==> config.mk <==
export PLATFORM = sky130hd
export DESIGN_NAME = tcc_mul
export DESIGN_NICKNAME = d
export VERILOG_FILES = /design/src/design/tcc_pkg.sv /design/src/design/tcc_mul.sv
export SDC_FILE = /design/constraint.sdc
export NUM_CORES = 2
export LEC_CHECK = 0
export ABC_AREA = 1
export BUFFER_PORTS_ARGS = -buffer_cell sky130_fd_sc_hd__buf_2
export CAP_MARGIN = 10
export CORE_ASPECT_RATIO = 0.7
export CORE_UTILIZATION = 55
export DETAILED_ROUTE_END_ITERATION = 8
export PLACE_DENSITY = 0.73
export SLEW_MARGIN = 20
export SYNTH_ARGS = -nofsm -noshare
export SYNTH_HDL_FRONTEND = slang
export SYNTH_SLANG_ARGS = --single-unit
==> constraint.sdc <==
create_clock -name aclk -period 6.8 [get_ports aclk]
set_clock_uncertainty 0.1 [all_clocks]
set_input_delay 2.04 -clock aclk [delete_from_list [all_inputs] [get_ports aclk]]
set_output_delay 2.04 -clock aclk [all_outputs]
set_load 0.02 [all_outputs]
==> src/design/tcc_pkg.sv <==
// Shared constants for the triangle circumcircle pipeline.
// No dependencies; imported by every module of the block.
`default_nettype none

package tcc_pkg;

    // Default coordinate width in bits (signed fixed point).
    localparam int COORD_WIDTH_DEF = 32;

    // Width of one multiplier slice; wide products are built from these.
    localparam int MUL_CHUNK = 32;

endpackage

`default_nettype wire

==> src/design/tcc_mul.sv <==
// Pipelined signed multiplier built from MUL_CHUNK x MUL_CHUNK partial products.
// Depends on tcc_pkg. Registered stages advance only with en; carries a sideband word.
`default_nettype none

module tcc_mul
    import tcc_pkg::*;
#(
    parameter int AW  = 32,
    parameter int BW  = 32,
    parameter int SBW = 1
) (
    input  logic                 aclk,
    input  logic                 aresetn,
    input  logic                 en,
    input  logic                 vld_i,
    input  logic [AW-1:0]        a,
    input  logic [BW-1:0]        b,
    input  logic [SBW-1:0]       sb_i,
    output logic                 vld_o,
    output logic [AW+BW-1:0]     p,
    output logic [SBW-1:0]       sb_o
);

    localparam int NA   = (AW + MUL_CHUNK - 1) / MUL_CHUNK;
    localparam int NB   = (BW + MUL_CHUNK - 1) / MUL_CHUNK;
    localparam int AXW  = NA * MUL_CHUNK;
    localparam int BXW  = NB * MUL_CHUNK;
    localparam int PW   = AW + BW;
    localparam int SUMW = AXW + BXW;
    localparam int PPW  = 2 * MUL_CHUNK;

    logic [AW-1:0]   a_mag;
    logic [BW-1:0]   b_mag;
    logic [AXW-1:0]  ma_reg;
    logic [BXW-1:0]  mb_reg;
    logic [PPW-1:0]  pp_reg [NA*NB];
    logic [SUMW-1:0] sum_next;
    logic [PW-1:0]   sum_reg;
    logic [PW-1:0]   p_reg;
    logic            neg1_reg, neg2_reg, neg3_reg;
    logic [SBW-1:0]  sb1_reg, sb2_reg, sb3_reg, sb4_reg;
    logic [3:0]      vld_reg;

    // Magnitudes of the two's complement operands.
    assign a_mag = a[AW-1] ? (~a + AW'(1)) : a;
    assign b_mag = b[BW-1] ? (~b + BW'(1)) : b;

    // Valid bits travel alongside the data.
    always_ff @(posedge aclk) begin
        if (!aresetn) begin
            vld_reg <= '0;
        end else if (en) begin
            vld_reg <= {vld_reg[2:0], vld_i};
        end
    end

    // Stage 1: magnitudes and product sign.
    always_ff @(posedge aclk) begin
        if (en) begin
            ma_reg   <= AXW'(a_mag);
            mb_reg   <= BXW'(b_mag);
            neg1_reg <= a[AW-1] ^ b[BW-1];
            sb1_reg  <= sb_i;
        end
    end

    // Stage 2: one partial product per slice pair.
    for (genvar i = 0; i < NA; i++) begin : g_pa
        for (genvar j = 0; j < NB; j++) begin : g_pb
            always_ff @(posedge aclk) begin
                if (en) begin
                    pp_reg[i*NB+j] <= ma_reg[i*MUL_CHUNK +: MUL_CHUNK]
                                    * mb_reg[j*MUL_CHUNK +: MUL_CHUNK];
                end
            end
        end
    end

    always_ff @(posedge aclk) begin
        if (en) begin
            neg2_reg <= neg1_reg;
            sb2_reg  <= sb1_reg;
        end
    end

    // Stage 3: align and add the partial products.
    always_comb begin
        sum_next = '0;
        for (int i = 0; i < NA; i++) begin
            for (int j = 0; j < NB; j++) begin
                sum_next = sum_next + (SUMW'(pp_reg[i*NB+j]) << (MUL_CHUNK * (i + j)));
            end
        end
    end

    always_ff @(posedge aclk) begin
        if (en) begin
            sum_reg  <= sum_next[PW-1:0];
            neg3_reg <= neg2_reg;
            sb3_reg  <= sb2_reg;
        end
    end

    // Stage 4: restore the sign.
    always_ff @(posedge aclk) begin
        if (en) begin
            p_reg   <= neg3_reg ? (~sum_reg + PW'(1)) : sum_reg;
            sb4_reg <= sb3_reg;
        end
    end

    assign vld_o = vld_reg[3];
    assign p     = p_reg;
    assign sb_o  = sb4_reg;

endmodule

`default_nettype wire

==> flow_summary.yaml <==
global_routing:
  grt_pass1_vias: 39000
  grt_max_degree: 121
  grt_overflow: 0
  grt_usage: 0.319
  grt_pass1_wl_mm: 217
  antenna_found_initial: 4
final_layout:
  finalNonFillerCells: 7599
  layout.nets: 7654
  num_antenna_cells: 0
  area_growth_pct: 15.8
  drive_above_1_share: 0.134
timing:
  final_hold_viol_count: 0
  setup-violations-final: 2
  worst_pin_slew_ps: 973
  slew_violations: 0
  holdWs_ps: 313
  max_freq_ghz: 0.147
  setup_ws_ps: -5.36
  rsz0062_at_grt: "true"
  period_share: 1.00
  period_minus_slack_ps: 6810
  finalSetupTns_ps: -10.4
  slew_headroom: 0.350
placement:
  place_ws_ps: -285
  dpl.hpwl_mm: 116
  gp_congestion: 1.02
  placedCellCount: 7497
  io_buffers: 134
worst_setup_path:
  required_ps: 7030
  worstSetupPathType: "register to register"
  critPathLaunchType: "register"
  setup.worst_path.start: "ma_reg[13]"
  end_kind: "register"
  reg2reg_to: "pp_reg[0][34]"
  reg2reg_from: "ma_reg[13]"
  r2r_slack_ps: -5
  arrival_ps: 7040
  worstRegToRegCells: 26
  critPathMaxFanout: 11
route:
  drtIter0Drc: 4117
  firstDrtPassIters: 6
  drt-total-wl_mm: 140
  vias: 39200
  wl_per_cell_um: 18.5
  ant_nets: 0
  vias_per_cell: 5.15
  drc_errors: 0
clocking:
  htree_levels: 2
  insertion_delay_ps: 580
  cts_buffers: 34
  cts_tree: "built"
  clock-sinks: 267
  clk_path_buf_depth: 3
  cts_root_buffer: "clkbuf_16"
  clk_pin_slew_worst_paths_ps: 60
synthesis:
  ys_async_sr_fraction: 0
  synthDistinctLibCells: 39
  synth_flop_cell: "edfxtp_1"
  synth_top_area_frac: 0.372
  synth_seq_cells: 267
  synth_common_cells: "1,866 x inv_1, 1,815 x nand2_1, 896 x fa_1"
  ys_warn_count: 0
  synth.avg_cell_area_um2: 7.91
  syn_inst: 6087
  yosysMostFrequentCell: "inv_1"
  synth_area_leaders: "fa_1 37%, edfxtp_1 16%, inv_1 15%"
  synth_top_area_cell: "fa_1"
  yosysSeqAreaShare: 0.166
  synth-edff-count: 263
  synth_area_mm2: 0.0482
  synth_nets: 7318
outcome:
  violations: "negative setup slack"
  status: "finished with violations"
floorplanning:
  die_w_um: 356
  core_mm2: 0.0865
  die_height_um: 250
  start_util: 0.557
  rows: 90
  die_area_mm2: 0.0888
  io_pins: 135
worst_hold_path:
  min-delay-start: "pp_reg[0][23]"
  hold_depth: 0
  min_to: "sum_reg[23]"
  hold_path.class: "register to register"
job:
  cap_violations: 0
layout by cell type, fill, tap and decap left out, drive strengths merged, types with 3 or more instances in the layout:
| cell | count |
|---|---|
| nor2 | 284 |
| buf | 501 |
| nand4 | 46 |
| clkbuf | 45 |
| xor2 | 113 |
| o21bai | 14 |
| o21ai | 55 |
| bufinv | 6 |
| or2 | 5 |
| nand3b | 5 |
| fa | 896 |
| inv | 1874 |
| edfxtp | 263 |
| dfxtp | 4 |
| clkinvlp | 3 |
| clkinv | 12 |
| ha | 266 |
| xnor2 | 20 |
| nor3 | 26 |
| a21oi | 47 |
| and2 | 4 |
| nand2 | 1826 |
| nand3 | 127 |
routing by layer:
metal	part of all wire	wire, µm	track usage	up-vias
li1	-	-	-	17900
met1	0.42	59300	0.477	19000
met2	0.42	58900	0.450	2076
met3	0.14	19200	0.105	194
met4	0.021	2960	0.0704	4
met5	0.00015	21	0	-
layout make-up:
cell class              count  area (µm²)
fillers                  7221       30700
clock inverters            22         312
repair buffers            506        4570
multi-input cells        3741       33600
flip-flops and latches    267        7980
clock buffers              40         873
inverters                1873        7030
well taps                1150        1440
worst max path at each step:
stage	end	cells after the start
2_1_floorplan	pp_reg[0][61]	26
3_3_place_gp	pp_reg[0][60]	27
3_5_place_dp	pp_reg[0][54]	28
4_1_cts	pp_reg[0][60]	26
5_1_grt	pp_reg[0][54]	26
6_report	pp_reg[0][34]	26
through the flow:
step,instance area [µm²],util
after floorplan,48200,-
after CTS,54500,0.631
after global routing,55800,0.645
final,55800,0.645
after detailed placement,52800,0.611
after global placement,52800,0.611
timing repair:
item                                    4_1_cts  5_1_grt
setup buffers                                17       18
gates resized for setup                      85      245
hold buffers                                  0        0
gates cloned                                  0        5
pin swaps                                    18       63
endpoints found under the setup margin       40       50
worst max-delay path, cell delays in order (launching register included):
cell      delay, ps
edfxtp_1        480
buf_12          200
buf_4           160
nand2_1          60
inv_1            50
fa_1            410
fa_1            530
fa_1            540
inv_1            60
fa_1            480
inv_1            50
fa_1            470
fa_1            570
fa_1            460
fa_1            560
ha_4            240
nand2_4         110
inv_1            50
nand2_1          60
nand2_1         110
a21oi_2         180
buf_4           150
buf_4           120
o21bai_4         60
inv_1            50
nand2_1          80
xor2_2          190
cells by family (layout without fill, tap and decap cells):
logic type | after synthesis | count (layout) | share of synthesized area
simple gates | 2327 | 2327 | 0.192
buf+inv | 2079 | 2441 | 0.162
fa+ha+maj | 1162 | 1162 | 0.441
flops | 267 | 267 | 0.166
xor+xnor | 133 | 133 | 0.0242
compound gates | 119 | 119 | 0.0143
Power is left out: the tool's default activity adds up to more than one toggle a clock period on the data nets, which glitch-free logic cannot reach.
